<file path="config.mk">
export PLATFORM = sky130hd
export DESIGN_NAME = business_day_date_adder_top
export DESIGN_NICKNAME = d
export VERILOG_FILES = /design/src/rtl/bdda_pkg.sv /design/src/rtl/bdda_front.sv /design/src/rtl/bdda_queue.sv /design/src/rtl/bdda_walk.sv /design/src/rtl/business_day_date_adder_top.sv
export SDC_FILE = /design/constraint.sdc
export NUM_CORES = 1
export LEC_CHECK = 0
export ABC_AREA = 1
export BUFFER_PORTS_ARGS = -buffer_cell sky130_fd_sc_hd__clkbuf_2
export CORE_UTILIZATION = 40
export CTS_BUF_LIST = sky130_fd_sc_hd__clkbuf_8
export DETAILED_ROUTE_END_ITERATION = 6
export GPL_ROUTABILITY_DRIVEN = 0
export GPL_TIMING_DRIVEN = 0
export HOLD_SLACK_MARGIN = 0.02
export PLACE_DENSITY = 0.66
export SYNTH_ARGS = -nofsm -noshare
export SYNTH_HDL_FRONTEND = slang
export SYNTH_SLANG_ARGS = --single-unit
</file>
<file path="constraint.sdc">
create_clock -name clk -period 17.7 [get_ports clk]
set_input_delay 0 -clock clk [delete_from_list [all_inputs] [get_ports clk]]
set_output_delay 0 -clock clk [all_outputs]
set_load 0.01 [all_outputs]
</file>
<file path="src/rtl/bdda_pkg.sv">
// Shared types, constants and calendar helpers for the business-day date adder.
// No dependencies; bdda_front, bdda_walk and the top level import this package.
package bdda_pkg;

  localparam int unsigned MAX_BUSINESS_DAYS_DEF = 4095;
  localparam int unsigned QUEUE_DEPTH_DEF       = 2;

  localparam logic [6:0]  WEEKEND_RESET = 7'd96;
  localparam logic [6:0]  ALL_WEEKEND   = 7'h7F;
  localparam logic [13:0] YEAR_LAST     = 14'd9999;

  // floor(x / 100) = (x * 5243) >> 19 for x below 16384
  localparam logic [12:0] RECIP100    = 13'd5243;
  localparam int unsigned RECIP100_SH = 19;
  // floor(x / 7) = (x * 9363) >> 16 for the weekday sums that occur
  localparam logic [13:0] RECIP7      = 14'd9363;
  localparam int unsigned RECIP7_SH   = 16;

  typedef struct packed {
    logic [4:0]  start_day;
    logic [3:0]  start_month;
    logic [13:0] start_year;
    logic [11:0] business_days;
  } in_t;

  typedef struct packed {
    logic [4:0]  end_day;
    logic [3:0]  end_month;
    logic [13:0] end_year;
    logic [2:0]  end_weekday;
    logic        bad_date;
  } out_t;

  // Classified item handed from the front to the walker
  typedef struct packed {
    logic [4:0]  day;
    logic [3:0]  month;
    logic [13:0] year;
    logic [2:0]  weekday;
    logic [1:0]  y4;    // year mod 4
    logic [6:0]  r100;  // year mod 100
    logic [8:0]  r400;  // year mod 400
    logic        bad;
  } item_t;

  function automatic logic is_leap(input logic [1:0] y4, input logic [6:0] r100,
                                   input logic [8:0] r400);
    return ((y4 == 2'd0) && (r100 != 7'd0)) || (r400 == 9'd0);
  endfunction

  function automatic logic [4:0] month_len(input logic [3:0] m, input logic leap);
    logic [4:0] len;
    unique case (m) inside
      4'd1, 4'd3, 4'd5, 4'd7, 4'd8, 4'd10, 4'd12: len = 5'd31;
      4'd4, 4'd6, 4'd9, 4'd11:                    len = 5'd30;
      4'd2:                                       len = leap ? 5'd29 : 5'd28;
      default:                                    len = 5'd0;
    endcase
    return len;
  endfunction

  // (31 * mm) / 12 with March as month one of the shifted year
  function automatic logic [4:0] month_off(input logic [3:0] m);
    logic [4:0] off;
    unique case (m)
      4'd1:    off = 5'd28;
      4'd2:    off = 5'd31;
      4'd3:    off = 5'd2;
      4'd4:    off = 5'd5;
      4'd5:    off = 5'd7;
      4'd6:    off = 5'd10;
      4'd7:    off = 5'd12;
      4'd8:    off = 5'd15;
      4'd9:    off = 5'd18;
      4'd10:   off = 5'd20;
      4'd11:   off = 5'd23;
      4'd12:   off = 5'd25;
      default: off = 5'd0;
    endcase
    return off;
  endfunction

endpackage

</file>
<file path="src/rtl/bdda_front.sv">
// Front end: takes a start date, checks it, works out its weekday and year residues.
// Depends on bdda_pkg; feeds bdda_queue.
module bdda_front #(
  parameter int unsigned MAX_BUSINESS_DAYS = bdda_pkg::MAX_BUSINESS_DAYS_DEF,
  parameter int unsigned CNT_W             = $clog2(MAX_BUSINESS_DAYS + 1)
) (
  input  logic                 clk,
  input  logic                 rst_n,
  input  logic                 start,
  input  bdda_pkg::in_t        in_data,
  output logic                 busy,
  output logic                 push,
  output bdda_pkg::item_t      push_item,
  output logic [CNT_W-1:0]     push_cnt,
  input  logic                 full
);
  import bdda_pkg::*;

  localparam int unsigned WIDE_W = (CNT_W > 12) ? CNT_W : 12;

  typedef enum logic [2:0] {F_IDLE, F_MUL, F_SUM, F_MOD, F_PUSH} fstate_t;

  fstate_t            state_r, state_nxt;
  in_t                in_r;
  logic [CNT_W-1:0]   cnt_r;
  logic [13:0]        yy_r;
  logic [26:0]        py_r, pyy_r;
  logic [13:0]        sum_r;
  logic [27:0]        pmod_r;
  item_t              item_r;

  logic               accept;
  logic [WIDE_W-1:0]  n_wide, n_sat;
  logic [13:0]        yy;
  logic [7:0]         q100y, q100yy;
  logic [13:0]        r100_full;
  logic [6:0]         r100;
  logic [8:0]         r400;
  logic               leap, bad;
  logic [4:0]         mlen;
  logic [14:0]        sum;
  logic [11:0]        q7;
  logic [13:0]        wd_full;

  assign accept = start && (state_r == F_IDLE);
  assign busy   = (state_r != F_IDLE);

  always_comb begin
    n_wide = WIDE_W'(in_data.business_days);
    n_sat  = (n_wide > WIDE_W'(MAX_BUSINESS_DAYS)) ? WIDE_W'(MAX_BUSINESS_DAYS) : n_wide;

    // shifted year: January and February belong to the previous year
    yy = (in_r.start_month <= 4'd2) ? (in_r.start_year - 14'd1) : in_r.start_year;

    q100y     = py_r[RECIP100_SH +: 8];
    q100yy    = pyy_r[RECIP100_SH +: 8];
    r100_full = in_r.start_year - (14'(q100y) * 14'd100);
    r100      = r100_full[6:0];
    r400      = 9'(r100) + (9'(q100y[1:0]) * 9'd100);
    leap      = is_leap(in_r.start_year[1:0], r100, r400);
    mlen      = month_len(in_r.start_month, leap);
    bad       = (in_r.start_month < 4'd1) || (in_r.start_month > 4'd12)
             || (in_r.start_year < 14'd1) || (in_r.start_year > YEAR_LAST)
             || (in_r.start_day < 5'd1) || (in_r.start_day > mlen);
    sum       = 15'(in_r.start_day) + 15'(yy_r) + 15'(yy_r >> 2) - 15'(q100yy)
              + 15'(q100yy >> 2) + 15'(month_off(in_r.start_month));

    q7      = pmod_r[RECIP7_SH +: 12];
    wd_full = sum_r - (14'(q7) * 14'd7);

    push      = (state_r == F_PUSH) && !full;
    push_item = item_r;
    push_item.weekday = item_r.bad ? 3'd0 : wd_full[2:0];
    push_cnt  = cnt_r;

    state_nxt = state_r;
    unique case (state_r)
      F_IDLE:  if (accept) state_nxt = F_MUL;
      F_MUL:   state_nxt = F_SUM;
      F_SUM:   state_nxt = F_MOD;
      F_MOD:   state_nxt = F_PUSH;
      F_PUSH:  if (!full) state_nxt = F_IDLE;
      default: state_nxt = F_IDLE;
    endcase
  end

  always_ff @(posedge clk) begin
    if (!rst_n) begin
      state_r <= F_IDLE;
    end else begin
      state_r <= state_nxt;
    end
    if (accept) begin
      in_r  <= in_data;
      cnt_r <= n_sat[CNT_W-1:0];
    end
    if (state_r == F_MUL) begin
      yy_r  <= yy;
      py_r  <= 27'(in_r.start_year) * 27'(RECIP100);
      pyy_r <= 27'(yy) * 27'(RECIP100);
    end
    if (state_r == F_SUM) begin
      sum_r        <= sum[13:0];
      item_r.day   <= in_r.start_day;
      item_r.month <= in_r.start_month;
      item_r.year  <= in_r.start_year;
      item_r.weekday <= 3'd0;
      item_r.y4    <= in_r.start_year[1:0];
      item_r.r100  <= r100;
      item_r.r400  <= r400;
      item_r.bad   <= bad;
    end
    if (state_r == F_MOD) begin
      pmod_r <= 28'(sum_r) * 28'(RECIP7);
    end
  end

endmodule

</file>
<file path="src/rtl/bdda_queue.sv">
// Short first-in first-out queue between the front end and the walker.
// Depends on nothing but its parameters.
module bdda_queue #(
  parameter int unsigned WIDTH = 8,
  parameter int unsigned DEPTH = 2
) (
  input  logic             clk,
  input  logic             rst_n,
  input  logic             push,
  input  logic [WIDTH-1:0] wr_data,
  output logic             full,
  input  logic             pop,
  output logic [WIDTH-1:0] rd_data,
  output logic             empty
);
  localparam int unsigned PTR_W = (DEPTH > 1) ? $clog2(DEPTH) : 1;
  localparam int unsigned CNT_W = $clog2(DEPTH + 1);

  logic [WIDTH-1:0] slot_r [DEPTH];
  logic [PTR_W-1:0] wr_ptr_r, rd_ptr_r;
  logic [CNT_W-1:0] fill_r;

  assign full    = (fill_r == CNT_W'(DEPTH));
  assign empty   = (fill_r == '0);
  assign rd_data = slot_r[rd_ptr_r];

  function automatic logic [PTR_W-1:0] bump(input logic [PTR_W-1:0] p);
    return (p == PTR_W'(DEPTH - 1)) ? '0 : p + PTR_W'(1);
  endfunction

  always_ff @(posedge clk) begin
    if (!rst_n) begin
      wr_ptr_r <= '0;
      rd_ptr_r <= '0;
      fill_r   <= '0;
    end else begin
      if (push) wr_ptr_r <= bump(wr_ptr_r);
      if (pop)  rd_ptr_r <= bump(rd_ptr_r);
      if (push && !pop)      fill_r <= fill_r + CNT_W'(1);
      else if (pop && !push) fill_r <= fill_r - CNT_W'(1);
    end
    if (push) slot_r[wr_ptr_r] <= wr_data;
  end

endmodule

</file>
<file path="src/rtl/bdda_walk.sv">
// Back end: walks the calendar one day per cycle and emits the result beat.
// Depends on bdda_pkg; drains bdda_queue.
module bdda_walk #(
  parameter int unsigned CNT_W = 12
) (
  input  logic                 clk,
  input  logic                 rst_n,
  input  logic [6:0]           weekend_mask,
  input  logic                 empty,
  output logic                 pop,
  input  bdda_pkg::item_t      pop_item,
  input  logic [CNT_W-1:0]     pop_cnt,
  output logic                 out_valid,
  output bdda_pkg::out_t       out_data
);
  import bdda_pkg::*;

  typedef enum logic {B_IDLE, B_WALK} bstate_t;

  bstate_t           state_r;
  logic [4:0]        day_r;
  logic [3:0]        month_r;
  logic [13:0]       year_r;
  logic [2:0]        wd_r;
  logic [1:0]        y4_r;
  logic [6:0]        r100_r;
  logic [8:0]        r400_r;
  logic [CNT_W-1:0]  left_r;
  logic              out_valid_r;
  out_t              out_r;

  logic [7:0]        mask_ext;
  logic              weekend, done;
  logic [4:0]        mlen;

  assign mask_ext  = {1'b0, weekend_mask};
  assign weekend   = mask_ext[wd_r];
  assign done      = (left_r == '0) && !weekend;
  assign mlen      = month_len(month_r, is_leap(y4_r, r100_r, r400_r));
  assign pop       = (state_r == B_IDLE) && !empty;
  assign out_valid = out_valid_r;
  assign out_data  = out_r;

  always_ff @(posedge clk) begin
    if (!rst_n) begin
      state_r     <= B_IDLE;
      out_valid_r <= 1'b0;
      day_r       <= 5'd1;
      month_r     <= 4'd1;
      year_r      <= 14'd1;
      wd_r        <= 3'd0;
      y4_r        <= 2'd1;
      r100_r      <= 7'd1;
      r400_r      <= 9'd1;
      left_r      <= '0;
    end else begin
      out_valid_r <= 1'b0;
      unique case (state_r)
        B_IDLE: begin
          if (pop) begin
            if (pop_item.bad) begin
              // impossible date: hand it straight back, walk state untouched
              out_valid_r <= 1'b1;
              out_r <= '{end_day: pop_item.day, end_month: pop_item.month,
                         end_year: pop_item.year, end_weekday: 3'd0, bad_date: 1'b1};
            end else begin
              day_r   <= pop_item.day;
              month_r <= pop_item.month;
              year_r  <= pop_item.year;
              wd_r    <= pop_item.weekday;
              y4_r    <= pop_item.y4;
              r100_r  <= pop_item.r100;
              r400_r  <= pop_item.r400;
              left_r  <= pop_cnt;
              state_r <= B_WALK;
            end
          end
        end
        B_WALK: begin
          if (done) begin
            out_valid_r <= 1'b1;
            out_r <= '{end_day: day_r, end_month: month_r, end_year: year_r,
                       end_weekday: wd_r, bad_date: 1'b0};
            state_r <= B_IDLE;
          end else begin
            // weekend days cost nothing; leading and trailing ones fall out here too
            if (!weekend) left_r <= left_r - CNT_W'(1);
            wd_r <= (wd_r == 3'd6) ? 3'd0 : wd_r + 3'd1;
            if (day_r >= mlen) begin
              day_r <= 5'd1;
              if (month_r >= 4'd12) begin
                month_r <= 4'd1;
                year_r  <= year_r + 14'd1;
                y4_r    <= y4_r + 2'd1;
                r100_r  <= (r100_r == 7'd99)  ? 7'd0 : r100_r + 7'd1;
                r400_r  <= (r400_r == 9'd399) ? 9'd0 : r400_r + 9'd1;
              end else begin
                month_r <= month_r + 4'd1;
              end
            end else begin
              day_r <= day_r + 5'd1;
            end
          end
        end
        default: state_r <= B_IDLE;
      endcase
    end
  end

endmodule

</file>
<file path="src/rtl/business_day_date_adder_top.sv">
// Top level of the business-day date adder: weekend register, front end, queue, walker.
// Depends on bdda_pkg, bdda_front, bdda_queue and bdda_walk.
//
// Use:
//   Input: drive in_data and raise start; the beat is taken on an edge where busy is low.
//   busy stays high while the front end checks the date and works out its weekday,
//   and longer if the queue to the walker is full.
//   Output: each result is a single-cycle beat on out_data marked by out_valid.
//   The receiver cannot stall, so results are never held; they come out in input order.
//   Configuration: write the 7-bit weekend mask on cfg_data with cfg_valid; cfg_ready
//   is always high. Write it only while no item is in flight. An all-ones mask counts
//   as no weekend at all.
// Walk: the walker steps one calendar day per cycle while it walks; weekend days are
//   stepped over without counting against the business days. The walker's
//   one-day-per-cycle step sets the rate; the front end can classify the next items
//   meanwhile, as long as the queue has room.
//   An impossible start date is returned unchanged with bad_date set, without a walk.
// Reset: synchronous, active low; the weekend mask returns to Friday and Saturday and
//   the queue empties.
module business_day_date_adder_top #(
  parameter int unsigned MAX_BUSINESS_DAYS = bdda_pkg::MAX_BUSINESS_DAYS_DEF,
  parameter int unsigned QUEUE_DEPTH       = bdda_pkg::QUEUE_DEPTH_DEF
) (
  input  logic            clk,
  input  logic            rst_n,
  input  logic            start,
  output logic            busy,
  input  bdda_pkg::in_t   in_data,
  output logic            out_valid,
  output bdda_pkg::out_t  out_data,
  input  logic            cfg_valid,
  output logic            cfg_ready,
  input  logic [6:0]      cfg_data
);
  import bdda_pkg::*;

  localparam int unsigned CNT_W = $clog2(MAX_BUSINESS_DAYS + 1);
  localparam int unsigned Q_W   = $bits(item_t) + CNT_W;

  logic [6:0]        weekend_mask_r;
  logic [6:0]        mask_eff;
  logic [7:0]        mask_eff_ext;

  logic              push, pop, full, empty;
  item_t             push_item, pop_item;
  logic [CNT_W-1:0]  push_cnt, pop_cnt;
  logic [Q_W-1:0]    q_rd;

  assign cfg_ready    = 1'b1;
  // all seven days weekend would never end: treat it as no weekend
  assign mask_eff     = (weekend_mask_r == ALL_WEEKEND) ? 7'd0 : weekend_mask_r;
  assign mask_eff_ext = {1'b0, mask_eff};

  always_ff @(posedge clk) begin
    if (!rst_n) begin
      weekend_mask_r <= WEEKEND_RESET;
    end else if (cfg_valid && cfg_ready) begin
      weekend_mask_r <= cfg_data;
    end
  end

  bdda_front #(
    .MAX_BUSINESS_DAYS (MAX_BUSINESS_DAYS),
    .CNT_W             (CNT_W)
  ) u_front (
    .clk       (clk),
    .rst_n     (rst_n),
    .start     (start),
    .in_data   (in_data),
    .busy      (busy),
    .push      (push),
    .push_item (push_item),
    .push_cnt  (push_cnt),
    .full      (full)
  );

  bdda_queue #(
    .WIDTH (Q_W),
    .DEPTH (QUEUE_DEPTH)
  ) u_queue (
    .clk     (clk),
    .rst_n   (rst_n),
    .push    (push),
    .wr_data ({push_cnt, push_item}),
    .full    (full),
    .pop     (pop),
    .rd_data (q_rd),
    .empty   (empty)
  );

  assign pop_item = q_rd[$bits(item_t)-1:0];
  assign pop_cnt  = q_rd[Q_W-1 -: CNT_W];

  bdda_walk #(
    .CNT_W (CNT_W)
  ) u_walk (
    .clk          (clk),
    .rst_n        (rst_n),
    .weekend_mask (mask_eff),
    .empty        (empty),
    .pop          (pop),
    .pop_item     (pop_item),
    .pop_cnt      (pop_cnt),
    .out_valid    (out_valid),
    .out_data     (out_data)
  );

  // a flagged date never carries a weekday
  a_bad_weekday: assert property (@(posedge clk) disable iff (!rst_n)
    out_valid && out_data.bad_date |-> out_data.end_weekday == 3'd0)
    else $error("bad date beat with non-zero weekday");

  // a good result never lands on a weekend day
  a_no_weekend_end: assert property (@(posedge clk) disable iff (!rst_n)
    out_valid && !out_data.bad_date |-> !mask_eff_ext[out_data.end_weekday])
    else $error("result falls on a weekend day");

  // a good result has a non-zero day and a month from 1 to 12
  a_real_date: assert property (@(posedge clk) disable iff (!rst_n)
    out_valid && !out_data.bad_date |->
      out_data.end_day != 5'd0 && out_data.end_month != 4'd0 && out_data.end_month <= 4'd12)
    else $error("result date out of range");

  // a taken beat keeps the front end busy for its classification
  a_busy_after_accept: assert property (@(posedge clk) disable iff (!rst_n)
    start && !busy |=> busy)
    else $error("front end free straight after taking a beat");

  // the front end never pushes into a full queue
  a_no_overflow: assert property (@(posedge clk) disable iff (!rst_n)
    push |-> !full)
    else $error("push into full queue");

endmodule
</file>
Yosys cells after proc, flatten, opt, wreduce, memory -nomap -nowiden
Memories as Yosys holds them, arrays and structs flattened. A register that Yosys moved wholly into a read port is not among the register bits. Index checks and enable logic that the tools add are counted. Widths: inputs -> output; s select.

ROM bits: 80. Bits of input ports: 46. Logic and storage cells: 241. Register bits after elaboration: 286. Memory bits (writable): 114. Memories: 2.

Memories: u_queue.slot_r (words 2, width 57, read ports 1, clocked after Yosys merged registers in 1, wr ports 1, RTL line bdda_queue.sv:19) `logic [WIDTH-1:0] slot_r [DEPTH];`; (no name shown) (words 16, width 5, read ports 1, clocked after Yosys merged registers in 1, wr ports 0, RTL line bdda_pkg.sv:65) `unique case (m)`.

Eq/ne operators: 43. Multiply operators: 6. Add/sub/neg operators: 21. Reduce and logical (&&, ||, !) cells: 41. Bitwise logic cells: 1. Muxes and demuxes: 80. Magnitude comparators: 11.

Operators with widths (number): $mux 14 (6); $mux 27 (3); $mul 14x13->27 const B (2); $mux 9 (6); $pmux 27 s2 (1); $mux 7 (7); $mux 12 (4); $eq 4x4->1 const B (10); $eq 4x3->1 const B (8); $pmux 5 s3 (2); $mul 14x14->28 const B (1); $pmux 14 s2 (1); $mux 4 (6); $pmux 12 s2 (1); $mux 3 (7); $mux 5 (4); $logic_not 9->1 (2); $ne 2x2->1 const B (9); $pmux 9 s2 (1); $eq 4x2->1 const B (4); $mux 1 (15); $pmux 3 s5 (1); $add 14x1->14 const B (1); $add 14x12->14 (1); 63 further kinds (100).

Longest topological paths before layout
Depth after elaboration: 9. Depth in mapped cells: 31.

Modules after synthesis
From an unflattened synthesis, not the netlist that was laid out.

Cell total of the unflattened synthesis: 2809. Area, all modules: 26281.5 um2.

By module, submodules not included: bdda_front (area an instance 16310.6 um2, times used 1, cells each 1790); bdda_walk (area an instance 5186.2 um2, times used 1, cells each 763); bdda_queue (area an instance 4460.5 um2, times used 1, cells each 212); business_day_date_adder_top (area an instance 324.1 um2, times used 1, cells each 44).

Least setup slack after synthesis
Ideal clock, no wire load.

Kind: reg2reg. Start: reg u_front.in_r[18] (netlist bit). End: reg u_front.pyy_r[21] (data pin). Stages on the path, launching flop included: 28. Library setup time: 0.253 ns. Data required time: 17.447 ns. Data arrival time: 5.618 ns. Slack: 11.830 ns. Cells stage by stage: edfxtp_1 > inv_1 > ha_1 > inv_1 > o21ai_0 > nor2_1 > nand2_1 > nand2_1 > nand3_1 > xor2_1 > inv_1 > fa_1 > inv_1 > ha_1 > fa_1 > fa_1 > inv_1 > fa_1 > inv_1 > ha_1 > nand2_1 > nor2_1 > and2_1 > nand3_1 > nor3_1 > nor2_1 > nand4_1 > nand2_1.

Longest elaborated chain between the ends: 3.

RTL lines: start, declared (RTL line bdda_front.sv:24) `in_t in_r;`; start signal, assigned (RTL line bdda_front.sv:94) `in_r <= in_data;`; $sub 14x1->14 (RTL line bdda_front.sv:53) `yy = (in_r.start_month <= 4'd2) ? (in_r.start_year - 14'd1) : in_r.start_year;`; $mux 14 (RTL line bdda_front.sv:53); net u_front.yy[12] (RTL line bdda_front.sv:34) `logic [13:0] yy;`; $mul 14x13->27 (RTL line bdda_front.sv:100) `pyy_r <= 27'(yy) * 27'(RECIP100);`; end signal, assigned (RTL line bdda_front.sv:100); end, declared (RTL line bdda_front.sv:27) `logic [26:0] py_r, pyy_r;`.

The timed path passes the listed nets, and every way through them passes these cells. A chain may end at the register's enable or synchronous reset.

Worst setup path in the final report
Start: reg u_front.in_r[17] (netlist bit). End: reg u_front.pyy_r[21] (data pin).

The elaborated chain is that of the path after synthesis.

==> run metrics <==
Worst Reg-to-Reg Cells=26; port bufs=61; largest net degree at the start of global routing=37; residual DRC count=0; Mapped Area=24900 um^2; Final Max Tran Viols=0; Post-Synth XOR/XNOR Area=2.53%; CP startpoint kind=flop; Initial Util=40.4%; Syn Inst Count=2657; Post-synth EDFFs=244; Reg-to-Reg Start=u_front.in_r[17]$_DFFE_PP_; RSZ-0062 raised after global routing=no; final setup TNS=0 ns; fin crit share=41.3%; Cell Rows=91; cts bufs inserted=52; # resized after CTS=0; FFs w/ async S/R, synth=0%; Area Overhead vs Synth=13.4%; Final Hold Viols=0; Seq. cell area=8890 um^2; CP endpoint kind=flop; Crit Path Class=reg2reg; maximum root-to-sink buffer count=3; remaining antenna violation count=0; post-synthesis register bit count=around 320; crit path DAT=approximately 7.7 ns; global route overflow=0; antenna violations before repair=1; area of the multi-input gates=13800 um^2; Least-Margin Pin Slew=1.31 ns; vias in the first global route=about 18000; 1st-iter DRT viols=1145; Pre-Repair DR Iteration Count=5; worst rel slew slack=12.4%; largest family of logic cells by synthesized area=adder cells; endpoint of the worst hold path=u_front.push_cnt[5]$_SDFFCE_PN1P_; Post-Syn Nets=~3200; die footprint=63200 um^2; layout cell share with drive strength beyond 1=6.96%; H-tree levels=2; r2r endpoint=u_front.pyy_r[21]$_DFFE_PP_; outcome=completed; worst min-delay path class=in2reg; hold_sp=in_data[5]; first-pass GRT wire length=92.9 mm; Synth Flop Type=edfxtp_1; # IOs=76; clock latency at the later pin of the worst-skew pair=around 0.67 ns; final setup fails=0; Max FO, Critical Path=8; Critical Path RT=18.07 ns; Clock Sinks=322; Final min period=7.30 ns; Yosys cell types=52; clk slew on worst S/H paths=0.06 ns; Vias=about 18000; Chip Height=251 um; clk_skew=slightly below 0.06 ns; Worst Setup SP=u_front.in_r[17]$_DFFE_PP_; Worst R2R Setup Slack=10.40 ns; max cap viols=0; Total GRT Usage=18.7%; multiplexer share of the synthesized area=0.0804%; f_max=137 MHz; adder and majority cell fraction of the synthesized area=30.9%; Ys Warns=0; Post-Synth Simple-Gate Area=14.1%; Die Wd=around 250 um; nets=3401; cell chosen for the clock root=clkbuf_8; Core Box Area=61600 um^2; TritonCTS clock tree=yes; Fill cells=5890; Avg Vias per Cell=4.81; hpwl dp=45.4 mm; routed len/inst=15.5 um; register area share after synthesis=35.7%; Avg Inst Size Synth=around 9.4 um^2; Synth Area in Compound Gates=7.41%; hold depth=2; WL final=~58 mm
[registers in the layout, summed over array words and instances, names as in the netlist, 7 cells and up, named ones only]
signal	flops
u_queue.slot_r	102
u_front.push_item	36
u_walk.out_data	27
u_front.in_r	23
u_front.sum_r	14
u_walk.year_r	14
u_front.yy_r	13
u_front.push_cnt	12
u_walk.left_r	12
u_front.pyy_r	9
u_walk.r400_r	9
u_walk.r100_r	7
weekend_mask_r	7
[cell families (layout without fill, tap and decap cells)]
kind of cell | Yosys count | after routing
DFF | 322 | 322
and+or+nand+nor | 821 | 821
xor gates and xnor gates | 72 | 72
AOI/OAI and AO/OA | 339 | 339
muxes | 2 | 2
other | 1 | 2
buffers and inverters | 591 | 823
adders and majority gates | 509 | 509
[per-stage QoR]
step                worst slack [ns]  instances  instance area, um^2  hold slack [ns]  utilization (%)
detailed placement             10.50       3565                26400            0.173             42.9
finish                         10.40       3727                28200           0.0741             45.8
floorplan                      11.83       2657                24900           0.0989                -
CTS                            10.46       3726                28200           0.0350             45.8
global placement               10.55       3555                26200            0.174             42.6
global route                    9.93       3727                28200           0.0680             45.8
[per-layer routing]
| layer | part of all wire (%) | GRT usage, % | wire length (um) | vias up |
|---|---|---|---|---|
| met2 | 46 | 30.3 | 26400 | 421 |
| met1 | 46 | 25.9 | 26800 | 8444 |
| li1 | - | - | - | 9000 |
| met4 | 2.3 | 5.51 | 1350 | 0 |
| met3 | 5.4 | 2.89 | 3130 | 80 |
| met5 | 0 | 0 | 0 | - |
[worst max-delay path by stage]
stage | slack [ns] | cells after the start | endpoint
after floorplan | 11.83 | 27 | u_front.pyy_r[21]$_DFFE_PP_
after global placement | 10.55 | 26 | u_front.pyy_r[21]$_DFFE_PP_
after detailed placement | 10.50 | 26 | u_front.pyy_r[21]$_DFFE_PP_
after CTS | 10.46 | 26 | u_front.pyy_r[21]$_DFFE_PP_
after global routing | 9.93 | 26 | u_front.pyy_r[21]$_DFFE_PP_
final | 10.40 | 26 | u_front.pyy_r[21]$_DFFE_PP_
[placed cells by master (no fill, tap or decap), types with 7 or more instances in the layout]
cell           count
nand3_1           83
dfxtp_1           78
o21ai_0          159
edfxtp_1         244
nor2_1           256
xnor2_1           26
o21bai_1          12
a21oi_1          111
a21o_1             9
clkbuf_2          61
nand2_1          367
buf_6              7
nand4_1           46
inv_1            536
ha_1             331
fa_1             178
clkbuf_1          36
clkbuf_8          52
bufinv_16          9
clkinv_2          10
xor2_1            46
o22ai_1           15
clkinv_1          14
nand2_4           10
buf_2             13
nor4_1             7
nor3_1            21
dlygate4sd3_1     64
[synth_stat cells, types with 2 or more instances]
library cell,n,share of area (%)
nor3_1,22,0.44
o211ai_1,4,0.12
clkbuf_1,36,0.54
edfxtp_1,244,29
fa_1,178,14
nand3b_1,5,0.15
inv_2,3,0.045
o21ai_0,159,3.2
o21a_1,3,0.090
o21ai_1,2,0.040
nor2_1,259,3.9
o31ai_1,4,0.12
nand4_1,46,1.2
nor2_2,5,0.13
nand3_1,83,1.7
buf_6,4,0.18
nor4_1,8,0.20
nand2_2,5,0.13
inv_1,526,7.9
buf_2,13,0.26
o21bai_1,12,0.36
nand2_4,10,0.45
o22ai_1,15,0.38
mux2i_1,2,0.080
or2_2,2,0.050
or2_1,2,0.050
dfxtp_1,78,6.3
a31oi_1,6,0.15
a21oi_1,111,2.2
xor2_1,46,1.6
xnor2_1,26,0.91
nand3_2,3,0.12
buf_1,4,0.060
ha_1,331,17
clkinv_1,3,0.045
and2_1,2,0.050
a211oi_1,3,0.090
nand2_1,367,5.5
a21o_1,9,0.27
a21boi_0,4,0.12
[worst max-delay path, cell delays in order, from the launching register on]
cell and delay, ns:
edfxtp_1 0.71, inv_1 0.29, ha_1 0.27, o21ai_0 0.38, nor2_1 0.09, nand2_1 0.07, nand2_1 0.06, nand3_1 0.08
xor2_1 1.02, inv_1 0.25, fa_1 0.57, inv_1 0.04, ha_1 0.30, fa_1 0.49, fa_1 0.55, inv_1 0.06
fa_1 0.54, inv_1 0.04, ha_1 0.31, nand2_1 0.11, nor2_1 0.16, and2_1 0.19, nand3_1 0.08, nor3_1 0.16
nor2_1 0.08, nand4_1 0.07, nand2_1 0.06
[area by class of cell]
cell class | count | share of cell area, %
Antenna cell | 1 | 0.00886
Inverter | 532 | 7.07
Sequential cell | 322 | 31.5
Tap cell | 837 | 3.71
Multi-Input combinational cell | 1744 | 48.7
Timing Repair Buffer | 135 | 3.83
Clock buffer | 52 | 2.54
Buffer | 59 | 1.02
Clock inverter | 45 | 1.60
[what timing repair did]
action	CTS	global route
buffers inserted	0	0
hold endpoints to repair	53	0
hold buffers	64	0
Power is not shown: default switching activity piles up to over one toggle a cycle in this logic, so the estimate is an artifact.
